**src/hdl/qsp_pkg.sv**
```systemverilog
// ---------------------------------------------------------------------------
// qsp_pkg : queue selection policy package
// widths, policy codes and sequencer state type shared by the scheduler
// ---------------------------------------------------------------------------
`default_nettype none

package qsp_pkg;

    // field widths
    localparam int TIME_W   = 32;
    localparam int LEN_W    = 16;
    localparam int WAIT_W   = 32;
    localparam int WPK_W    = 16;
    localparam int SUM_W    = 48;
    localparam int PROD_W   = LEN_W + TIME_W;
    localparam int CHOSEN_W = 4;

    // signed numerator and score, magnitude for the divider
    localparam int NUM_W    = 50;
    localparam int MAG_W    = NUM_W - 1;
    localparam int SCORE_W  = NUM_W;
    localparam int REM_W    = WPK_W + 1;

    // restoring divider, one quotient bit per cycle
    localparam int DIV_STEPS = MAG_W;
    localparam int DIV_CNT_W = $clog2(DIV_STEPS);

    typedef enum logic [1:0] {
        POL_ROUND_ROBIN = 2'd0,
        POL_OLDEST_HEAD = 2'd1,
        POL_UTILITY     = 2'd2,
        POL_LARGEST     = 2'd3
    } policy_t;

    typedef enum logic [12:0] {
        S_IDLE = 13'b0000000000001,
        S_EVAL = 13'b0000000000010,
        S_MUL  = 13'b0000000000100,
        S_SUB  = 13'b0000000001000,
        S_ADD  = 13'b0000000010000,
        S_ABS  = 13'b0000000100000,
        S_DIV  = 13'b0000001000000,
        S_NEG  = 13'b0000010000000,
        S_CMP  = 13'b0000100000000,
        S_NEXT = 13'b0001000000000,
        S_MOD  = 13'b0010000000000,
        S_SRCH = 13'b0100000000000,
        S_OUT  = 13'b1000000000000
    } state_t;

endpackage

`default_nettype wire

```
**src/hdl/queue_selection_policy_top.sv**
```systemverilog
// ---------------------------------------------------------------------------
// queue_selection_policy_top : multi-policy queue scheduler
// picks the next queue to serve by round robin, oldest head, utility or
// largest queue, from one status transaction per queue
// ---------------------------------------------------------------------------
// usage
//   input: one transaction per queue, queue 0 first, taken when start is high
//     and busy is low; last_queue closes the selection
//   config: the user writes the policy over cfg_valid / cfg_ready / cfg_data
//     only while the block is idle; the block itself does not enforce this;
//     it is latched at the first transaction of a selection
//   output: result_valid strobes for one cycle with chosen_queue and found,
//     once per selection, in the cycle busy falls after the closing transaction
//   busy covers a transaction from acceptance to its last step; only one is
//     held at a time, so the next is taken after busy falls. Steps in order:
//     round robin, empty queue, one past the queue limit: evaluate, next
//     oldest head, largest queue, zero-window utility: evaluate, compare, next
//     other utility: evaluate, multiply, subtract, add, absolute value, divide
//     (restoring, one quotient bit per cycle, 49 bits), negate, compare, next
//   closing a selection adds the output step, and for round robin first a
//     repeated-subtraction modulo step and a one-queue-per-cycle search
//   reset clears the policy, the round robin pointer and the run state; the
//     receiver cannot stall, so no result is ever held back
// ---------------------------------------------------------------------------
`default_nettype none

module queue_selection_policy_top #(
    parameter int MAX_QUEUES = 16
) (
    input  wire logic                          clk,
    input  wire logic                          rst_n,

    // input transaction
    input  wire logic                          start,
    output logic                               busy,
    input  wire logic [qsp_pkg::TIME_W-1:0]    current_time,
    input  wire logic [qsp_pkg::LEN_W-1:0]     queue_length,
    input  wire logic [qsp_pkg::WAIT_W-1:0]    head_wait,
    input  wire logic [qsp_pkg::WPK_W-1:0]     window_packets,
    input  wire logic [qsp_pkg::SUM_W-1:0]     window_arrival_sum,
    input  wire logic [qsp_pkg::SUM_W-1:0]     window_wait_sum,
    input  wire logic                          last_queue,

    // policy register write
    input  wire logic                          cfg_valid,
    output logic                               cfg_ready,
    input  wire logic [1:0]                    cfg_data,

    // result
    output logic                               result_valid,
    output logic [qsp_pkg::CHOSEN_W-1:0]       chosen_queue,
    output logic                               found
);

    // index and count widths follow the queue limit
    localparam int IDX_W = (MAX_QUEUES > 1) ? $clog2(MAX_QUEUES) : 1;
    localparam int CNT_W = $clog2(MAX_QUEUES + 1);

    // control state
    qsp_pkg::state_t                 state_reg,        state_next;
    qsp_pkg::policy_t                policy_reg,       policy_next;
    qsp_pkg::policy_t                run_policy_reg,   run_policy_next;
    logic [IDX_W-1:0]                rr_pointer_reg,   rr_pointer_next;
    logic                            rr_valid_reg,     rr_valid_next;
    logic [MAX_QUEUES-1:0]           nonempty_reg,     nonempty_next;
    logic [qsp_pkg::SCORE_W-1:0]     best_score_reg,   best_score_next;
    logic [IDX_W-1:0]                best_index_reg,   best_index_next;
    logic                            best_found_reg,   best_found_next;
    logic [CNT_W-1:0]                item_count_reg,   item_count_next;
    logic                            result_valid_reg, result_valid_next;
    logic [qsp_pkg::CHOSEN_W-1:0]    chosen_reg,       chosen_next;
    logic                            found_reg,        found_next;

    // datapath registers
    logic [qsp_pkg::TIME_W-1:0]      now_reg,          now_next;
    logic [qsp_pkg::LEN_W-1:0]       len_reg,          len_next;
    logic [qsp_pkg::WAIT_W-1:0]      wait_reg,         wait_next;
    logic [qsp_pkg::WPK_W-1:0]       wpk_reg,          wpk_next;
    logic [qsp_pkg::SUM_W-1:0]       asum_reg,         asum_next;
    logic [qsp_pkg::SUM_W-1:0]       wsum_reg,         wsum_next;
    logic                            last_reg,         last_next;
    logic [qsp_pkg::PROD_W-1:0]      prod_reg,         prod_next;
    logic [qsp_pkg::NUM_W-1:0]       num_reg,          num_next;
    logic                            neg_reg,          neg_next;
    logic [qsp_pkg::MAG_W-1:0]       dvd_reg,          dvd_next;
    logic [qsp_pkg::REM_W-1:0]       rem_reg,          rem_next;
    logic [qsp_pkg::DIV_CNT_W-1:0]   div_cnt_reg,      div_cnt_next;
    logic [qsp_pkg::SCORE_W-1:0]     score_reg,        score_next;
    logic [CNT_W-1:0]                rr_rem_reg,       rr_rem_next;
    logic [IDX_W-1:0]                srch_idx_reg,     srch_idx_next;
    logic [CNT_W-1:0]                srch_k_reg,       srch_k_next;

    // helpers
    logic                            accept;
    logic                            in_range;
    logic [qsp_pkg::NUM_W-1:0]       num_abs;
    logic [qsp_pkg::REM_W-1:0]       rem_shift;
    logic [qsp_pkg::REM_W-1:0]       wpk_ext;
    logic                            q_bit;
    logic [qsp_pkg::SCORE_W-1:0]     quot_ext;
    logic [CNT_W-1:0]                cnt_m1;
    logic [CNT_W-1:0]                rr_inc;
    logic [CNT_W-1:0]                srch_inc;
    logic [CNT_W-1:0]                srch_k_inc;
    logic [IDX_W+qsp_pkg::CHOSEN_W-1:0] idx_ext;

    assign accept    = start && (state_reg == qsp_pkg::S_IDLE);
    assign busy      = (state_reg != qsp_pkg::S_IDLE);
    assign cfg_ready = 1'b1;

    assign result_valid = result_valid_reg;
    assign chosen_queue = chosen_reg;
    assign found        = found_reg;

    // items past the queue limit are skipped, but still close the run
    assign in_range = (item_count_reg < CNT_W'(MAX_QUEUES));

    // divider step and sign handling
    assign num_abs   = num_reg[qsp_pkg::NUM_W-1] ? (~num_reg + 1'b1) : num_reg;
    assign rem_shift = {rem_reg[qsp_pkg::REM_W-2:0], dvd_reg[qsp_pkg::MAG_W-1]};
    assign wpk_ext   = {1'b0, wpk_reg};
    assign q_bit     = (rem_shift >= wpk_ext);
    assign quot_ext  = {1'b0, dvd_reg};

    // round robin index arithmetic
    assign cnt_m1     = item_count_reg - 1'b1;
    assign rr_inc     = rr_rem_reg + 1'b1;
    assign srch_inc   = CNT_W'(srch_idx_reg) + 1'b1;
    assign srch_k_inc = srch_k_reg + 1'b1;

    assign idx_ext = {{qsp_pkg::CHOSEN_W{1'b0}}, best_index_reg};

    always_comb
    begin
        state_next        = state_reg;
        policy_next       = policy_reg;
        run_policy_next   = run_policy_reg;
        rr_pointer_next   = rr_pointer_reg;
        rr_valid_next     = rr_valid_reg;
        nonempty_next     = nonempty_reg;
        best_score_next   = best_score_reg;
        best_index_next   = best_index_reg;
        best_found_next   = best_found_reg;
        item_count_next   = item_count_reg;
        result_valid_next = 1'b0;
        chosen_next       = chosen_reg;
        found_next        = found_reg;

        now_next      = now_reg;
        len_next      = len_reg;
        wait_next     = wait_reg;
        wpk_next      = wpk_reg;
        asum_next     = asum_reg;
        wsum_next     = wsum_reg;
        last_next     = last_reg;
        prod_next     = prod_reg;
        num_next      = num_reg;
        neg_next      = neg_reg;
        dvd_next      = dvd_reg;
        rem_next      = rem_reg;
        div_cnt_next  = div_cnt_reg;
        score_next    = score_reg;
        rr_rem_next   = rr_rem_reg;
        srch_idx_next = srch_idx_reg;
        srch_k_next   = srch_k_reg;

        // policy write transaction
        if (cfg_valid && cfg_ready)
        begin
            policy_next = qsp_pkg::policy_t'(cfg_data);
        end

        case (state_reg)
            qsp_pkg::S_IDLE:
            begin
                if (accept)
                begin
                    now_next  = current_time;
                    len_next  = queue_length;
                    wait_next = head_wait;
                    wpk_next  = window_packets;
                    asum_next = window_arrival_sum;
                    wsum_next = window_wait_sum;
                    last_next = last_queue;
                    if (item_count_reg == '0)
                    begin
                        run_policy_next = policy_reg;
                    end
                    state_next = qsp_pkg::S_EVAL;
                end
            end

            qsp_pkg::S_EVAL:
            begin
                state_next = qsp_pkg::S_NEXT;
                if (in_range && (len_reg != '0))
                begin
                    nonempty_next = nonempty_reg
                                  | (MAX_QUEUES'(1) << item_count_reg[IDX_W-1:0]);
                    case (run_policy_reg)
                        qsp_pkg::POL_OLDEST_HEAD:
                        begin
                            score_next = {{(qsp_pkg::SCORE_W-qsp_pkg::WAIT_W){1'b0}},
                                          wait_reg};
                            state_next = qsp_pkg::S_CMP;
                        end
                        qsp_pkg::POL_UTILITY:
                        begin
                            if (wpk_reg != '0)
                            begin
                                state_next = qsp_pkg::S_MUL;
                            end
                            else
                            begin
                                score_next = {{(qsp_pkg::SCORE_W-qsp_pkg::WAIT_W){1'b0}},
                                              wait_reg};
                                state_next = qsp_pkg::S_CMP;
                            end
                        end
                        qsp_pkg::POL_LARGEST:
                        begin
                            score_next = {{(qsp_pkg::SCORE_W-qsp_pkg::LEN_W){1'b0}},
                                          len_reg};
                            state_next = qsp_pkg::S_CMP;
                        end
                        default:
                        begin
                            // round robin only marks the queue nonempty
                            state_next = qsp_pkg::S_NEXT;
                        end
                    endcase
                end
            end

            qsp_pkg::S_MUL:
            begin
                prod_next  = len_reg * now_reg;
                state_next = qsp_pkg::S_SUB;
            end

            qsp_pkg::S_SUB:
            begin
                num_next   = {2'b00, prod_reg} - {2'b00, asum_reg};
                state_next = qsp_pkg::S_ADD;
            end

            qsp_pkg::S_ADD:
            begin
                num_next   = num_reg + {2'b00, wsum_reg};
                state_next = qsp_pkg::S_ABS;
            end

            qsp_pkg::S_ABS:
            begin
                neg_next     = num_reg[qsp_pkg::NUM_W-1];
                dvd_next     = num_abs[qsp_pkg::MAG_W-1:0];
                rem_next     = '0;
                div_cnt_next = '0;
                state_next   = qsp_pkg::S_DIV;
            end

            qsp_pkg::S_DIV:
            begin
                rem_next     = q_bit ? (rem_shift - wpk_ext) : rem_shift;
                dvd_next     = {dvd_reg[qsp_pkg::MAG_W-2:0], q_bit};
                div_cnt_next = div_cnt_reg + 1'b1;
                if (div_cnt_reg == qsp_pkg::DIV_CNT_W'(qsp_pkg::DIV_STEPS - 1))
                begin
                    state_next = qsp_pkg::S_NEG;
                end
            end

            qsp_pkg::S_NEG:
            begin
                // truncation toward zero: negate the magnitude quotient
                score_next = neg_reg ? (~quot_ext + 1'b1) : quot_ext;
                state_next = qsp_pkg::S_CMP;
            end

            qsp_pkg::S_CMP:
            begin
                if ($signed(score_reg) > $signed(best_score_reg))
                begin
                    best_score_next = score_reg;
                    best_index_next = item_count_reg[IDX_W-1:0];
                    best_found_next = 1'b1;
                end
                state_next = qsp_pkg::S_NEXT;
            end

            qsp_pkg::S_NEXT:
            begin
                if (in_range)
                begin
                    item_count_next = item_count_reg + 1'b1;
                end
                if (!last_reg)
                begin
                    state_next = qsp_pkg::S_IDLE;
                end
                else if (run_policy_reg == qsp_pkg::POL_ROUND_ROBIN)
                begin
                    rr_rem_next = CNT_W'(rr_pointer_reg);
                    state_next  = qsp_pkg::S_MOD;
                end
                else
                begin
                    state_next = qsp_pkg::S_OUT;
                end
            end

            qsp_pkg::S_MOD:
            begin
                srch_k_next = '0;
                if (!rr_valid_reg)
                begin
                    srch_idx_next = '0;
                    state_next    = qsp_pkg::S_SRCH;
                end
                else if (rr_rem_reg >= item_count_reg)
                begin
                    rr_rem_next = rr_rem_reg - item_count_reg;
                end
                else
                begin
                    srch_idx_next = (rr_inc == item_count_reg) ? '0 : rr_inc[IDX_W-1:0];
                    state_next    = qsp_pkg::S_SRCH;
                end
            end

            qsp_pkg::S_SRCH:
            begin
                if (nonempty_reg[srch_idx_reg])
                begin
                    rr_pointer_next = srch_idx_reg;
                    rr_valid_next   = 1'b1;
                    best_index_next = srch_idx_reg;
                    best_found_next = 1'b1;
                    state_next      = qsp_pkg::S_OUT;
                end
                else if (srch_k_inc == item_count_reg)
                begin
                    // no nonempty queue in the run
                    rr_pointer_next = rr_valid_reg ? rr_rem_reg[IDX_W-1:0]
                                                   : cnt_m1[IDX_W-1:0];
                    rr_valid_next   = 1'b1;
                    best_index_next = '0;
                    best_found_next = 1'b0;
                    state_next      = qsp_pkg::S_OUT;
                end
                else
                begin
                    srch_k_next   = srch_k_inc;
                    srch_idx_next = (srch_inc == item_count_reg) ? '0
                                                                 : srch_inc[IDX_W-1:0];
                end
            end

            qsp_pkg::S_OUT:
            begin
                result_valid_next = 1'b1;
                found_next        = best_found_reg;
                chosen_next       = best_found_reg ? idx_ext[qsp_pkg::CHOSEN_W-1:0] : '0;
                nonempty_next     = '0;
                best_score_next   = '1;
                best_index_next   = '0;
                best_found_next   = 1'b0;
                item_count_next   = '0;
                run_policy_next   = qsp_pkg::POL_ROUND_ROBIN;
                state_next        = qsp_pkg::S_IDLE;
            end

            default:
            begin
                state_next = qsp_pkg::S_IDLE;
            end
        endcase
    end

    // control registers
    always_ff @(posedge clk or negedge rst_n)
    begin
        if (!rst_n)
        begin
            state_reg        <= qsp_pkg::S_IDLE;
            policy_reg       <= qsp_pkg::POL_ROUND_ROBIN;
            run_policy_reg   <= qsp_pkg::POL_ROUND_ROBIN;
            rr_pointer_reg   <= '0;
            rr_valid_reg     <= 1'b0;
            nonempty_reg     <= '0;
            best_score_reg   <= '1;
            best_index_reg   <= '0;
            best_found_reg   <= 1'b0;
            item_count_reg   <= '0;
            result_valid_reg <= 1'b0;
            chosen_reg       <= '0;
            found_reg        <= 1'b0;
        end
        else
        begin
            state_reg        <= state_next;
            policy_reg       <= policy_next;
            run_policy_reg   <= run_policy_next;
            rr_pointer_reg   <= rr_pointer_next;
            rr_valid_reg     <= rr_valid_next;
            nonempty_reg     <= nonempty_next;
            best_score_reg   <= best_score_next;
            best_index_reg   <= best_index_next;
            best_found_reg   <= best_found_next;
            item_count_reg   <= item_count_next;
            result_valid_reg <= result_valid_next;
            chosen_reg       <= chosen_next;
            found_reg        <= found_next;
        end
    end

    // datapath registers
    always_ff @(posedge clk)
    begin
        now_reg      <= now_next;
        len_reg      <= len_next;
        wait_reg     <= wait_next;
        wpk_reg      <= wpk_next;
        asum_reg     <= asum_next;
        wsum_reg     <= wsum_next;
        last_reg     <= last_next;
        prod_reg     <= prod_next;
        num_reg      <= num_next;
        neg_reg      <= neg_next;
        dvd_reg      <= dvd_next;
        rem_reg      <= rem_next;
        div_cnt_reg  <= div_cnt_next;
        score_reg    <= score_next;
        rr_rem_reg   <= rr_rem_next;
        srch_idx_reg <= srch_idx_next;
        srch_k_reg   <= srch_k_next;
    end

    // checks

    // a result strobe only follows the output step of the sequencer
    a_result_after_out: assert property (@(posedge clk) disable iff (!rst_n)
        result_valid |-> $past(state_reg == qsp_pkg::S_OUT))
        else $error("result strobe without output step");

    // no selection means index zero
    a_none_is_zero: assert property (@(posedge clk) disable iff (!rst_n)
        (result_valid && !found) |-> (chosen_queue == '0))
        else $error("chosen_queue nonzero with found low");

    // an accepted transaction always starts evaluation
    a_accept_eval: assert property (@(posedge clk) disable iff (!rst_n)
        (start && !busy) |=> (state_reg == qsp_pkg::S_EVAL))
        else $error("accepted transaction not evaluated");

    // divider never runs past its quotient width
    a_div_bound: assert property (@(posedge clk) disable iff (!rst_n)
        (state_reg == qsp_pkg::S_DIV)
            |-> (div_cnt_reg < qsp_pkg::DIV_CNT_W'(qsp_pkg::DIV_STEPS)))
        else $error("divider step count overrun");

    // run state is clear whenever a selection has just ended
    a_run_cleared: assert property (@(posedge clk) disable iff (!rst_n)
        result_valid |-> ((item_count_reg == '0) && !best_found_reg
                          && (nonempty_reg == '0)))
        else $error("run state not cleared after result");

endmodule

`default_nettype wire
```
**config.mk**
```make
export PLATFORM = sky130hd
export DESIGN_NAME = queue_selection_policy_top
export DESIGN_NICKNAME = d
export VERILOG_FILES = /design/src/hdl/qsp_pkg.sv /design/src/hdl/queue_selection_policy_top.sv
export SDC_FILE = /design/constraint.sdc
export NUM_CORES = 2
export LEC_CHECK = 0
export ABC_AREA = 1
export BUFFER_PORTS_ARGS = -buffer_cell sky130_fd_sc_hd__clkbuf_2
export CAP_MARGIN = 20
export CORE_MARGIN = 2
export CORE_UTILIZATION = 38
export DETAILED_ROUTE_END_ITERATION = 12
export PLACE_DENSITY_LB_ADDON = 0.3
export SYNTH_ARGS = -nofsm -noshare
export SYNTH_HDL_FRONTEND = slang
export SYNTH_SLANG_ARGS = --single-unit
```
**constraint.sdc**
```tcl
create_clock -name clk -period 26.9 [get_ports clk]
set_input_delay 1.345 -clock clk [delete_from_list [all_inputs] [get_ports clk]]
set_output_delay 1.345 -clock clk [all_outputs]
set_load 0.005 [all_outputs]
```
==> results.md <==
* Worst-path clk slew at 60 ps
* Drt drc at 0
* Ys Warns at 0
* Hold Fails Final Rpt at 0
* FF-to-FF End: prod_reg[26]
* Drt total wl at 157800 um
* Routed Antenna Nets at 0
* Startpoint types: flop
* CP max-delay cell: edfxtp_1
* Post-CTS sizing at 0
* CTS tree: done
* Row cnt at 132
* Sequential share of the synthesized area at 0.3121
* Hold WS at 471.8 ps
* Min-Delay Path Class: flop to flop
* Unrepaired setup endpoints after global routing: false
* First-pass GRT wire length at between 200000 and 250000 um
* Avg Vias per Cell at 5.128
* Setup Buffers After CTS at 0
* HP Start: best_index_reg[0]
* Worst skew pair latency at ~700 ps
* Setup WS post-layout at 20430 ps
* Core area at 0.1295 mm^2
* Arr. time, crit path at 6930 ps
* R2R cell count at 17
* Setup Skew at 55.46 ps
* Max Cap Viol at 0
* Die Wd at between 300 and 400 um
* Root Driver: clkbuf_16
* Detailed Route Iter0 Violations at ~3400
* Final setup viols at 0
* PortBufs at 205
* GRT Total Usage at 0.2382
* Largest stage delay, worst path at 810 ps
* Worst Hold Depth at 2
* Reg2Reg Setup Slack at 20430 ps
* Die Span Y at ~370 um
* CP Data Required Time at ~27000 ps
* Min Tclk post-route at 6468 ps
* Die area at between 0.1 and 0.15 mm^2
* Post-synth EDFFs at 427
* Final net count at approximately 7200
* HPWL after detailed placement at between 100000 and 150000 um
* H-tree depth at 3
* Initial core utilization at 0.3833
* Pre-antenna DRT Iters at 6
* IO Pins at 207
* Worst relative slew slack at 0.2471
* Initial antenna violation count at 8
* Clk sinks at 531
* Bufs on Longest Clock Path at 3
* WS Path Type: flop to flop
* Final period util at 0.2405
* Setup TNS at 0 ps
* Launching point of the worst reg2reg path: now_reg[5]
* FFs w/ async S/R, synth at 0.1959
* WHS Endpoint: best_index_reg[0]
* Pre-CTS WS at 20460 ps
* Critical-path maximum fanout at 16
* CP endpoint kind: flop
* Worst-margin pin slew at 1118 ps
* Final Max Slew Viols at 0
* Area grow syn2layout at 10.28%
* Num CTS Buffers at 67
* Syn Std Cell Area at 0.04963 mm^2
* Top FF cell, synth: edfxtp_1
* Layout cells sized above 1 at 0.08068
* Crit path top cell by count: fa_1
* Vias in the first global route at 41320
* DR vias at about 41000
* Synth unique cells at 67
* Post-synthesis cell count at 6171
* Cts hold-fix bufs at 0
* Worst path cell trace: nand2_1, fa_1, inv_1, fa_1, fa_1, fa_1, fa_1, inv_1, fa_1, inv_1, ha_1, a21oi_1, o21ai_0, o21bai_1, a21oi_1, o21ai_1, xor2_1
* Grt total ovfl at 0
* Post-synthesis sequential element count at roughly 530
* Status: completed
* Syn Area/Cell at 8.042 um^2
* Max frequency at 0.1546 GHz
* Routed WL per cell at just under 20 um
* Largest net degree at the start of global routing at 76
* Syn Nets at roughly 7100
* RD Place Congestion at roughly 1
## cells in the mapped netlist (16+ instances only)
cell type     n  area (um^2)
a21boi_0     18        135.1
a21o_1       29        217.7
a21oi_1     319         1597
a31oi_1      34        212.7
buf_2        16        80.08
clkbuf_1    170        638.1
dfrtp_1      53         1326
dfstp_2      51         1340
edfxtp_1    427        12820
fa_1        422         8448
ha_1        301         3766
inv_1      1227         4606
nand2_1    1426         5353
nand3_1     233         1166
nand4_1      58        362.9
nor2_1      515         1933
nor3_1       72        360.4
nor4_1       27        168.9
o211ai_1     20        150.1
o21a_1       18        135.1
o21ai_0     332         1662
o21ai_1      67        335.3
o21bai_1     20        150.1
xnor2_1      38        332.8
xor2_1      103        902.1
## layer usage
layer / part of all wire / vias up / GRT usage / routed length [um]
met3: 0.058 / 267 / 0.02229 / 9141
li1: - / 19740 / - / -
met4: 0.042 / 0 / 0.09166 / 6584
met1: 0.42 / 20100 / 0.3151 / 66440
met5: 0 / - / 0 / 0
met2: 0.48 / 1325 / 0.4030 / 75640
## metrics by stage
stage	util	instances	instance area [um^2]
floorplan	-	6171	49630
global placement	0.4039	7952	52300
detailed placement	0.4039	7952	52300
CTS	0.4226	8076	54720
global route	0.4226	8076	54720
finish	0.4227	8079	54730
## critical path, delay by kind of cell, from the launching register on
kind                       cells  cell delay, ps
adders and majority gates      7            3580
and+or+nand+nor                1             170
AOI/OAI and AO/OA              5            1190
xor gates and xnor gates       1             360
DFF                            1             810
buffers and inverters          3             140
## area by class of cell
class	instances	area (um^2)
inverter	1244	4669
antenna	3	7.507
timing repair buffer	243	1314
multi-input combinational	4192	28650
clock buffer	87	1832
tap	1742	2180
sequential	531	15490
clock inverter	37	590.6
fill	13170	74750
## how the worst max path moves through the flow
stage | end | cells after the start | from
6_report | prod_reg[26] | 17 | now_reg[5]
2_1_floorplan | run_policy_reg[0] | 4 | start
3_3_place_gp | prod_reg[26] | 18 | now_reg[5]
3_5_place_dp | prod_reg[26] | 17 | now_reg[5]
4_1_cts | prod_reg[30] | 17 | now_reg[15]
5_1_grt | prod_reg[47] | 19 | now_reg[5]
## placed cells by master (no fill, tap or decap), types with 26 or more instances in the layout
cell and instances:
nand2_1 1424, inv_1 1226, nor2_1 514, edfxtp_1 427, fa_1 422, o21ai_0 331
a21oi_1 319, ha_1 301, nand3_1 233, clkbuf_2 204, xor2_1 103, nor3_1 72
o21ai_1 67, clkbuf_16 67, nand4_1 58, dfrtp_1 53, dfstp_2 51, buf_4 39
xnor2_1 38, a31oi_1 34, a21o_1 29, nor4_1 26
## logic make-up (layout without fill, tap and decap cells)
family,after synthesis,after routing,synth area share
simple gates,2413,2413,0.2027
buf+inv,1448,1611,0.1114
compound gates,902,902,0.1001
fa+ha+maj,723,723,0.2461
flops,531,531,0.3121
xor+xnor,141,141,0.02488
mux,12,12,0.002698
other cells,1,4,0.00007556
Power is not shown: default switching activity piles up to over one toggle a cycle in this logic, so the estimate is an artifact.
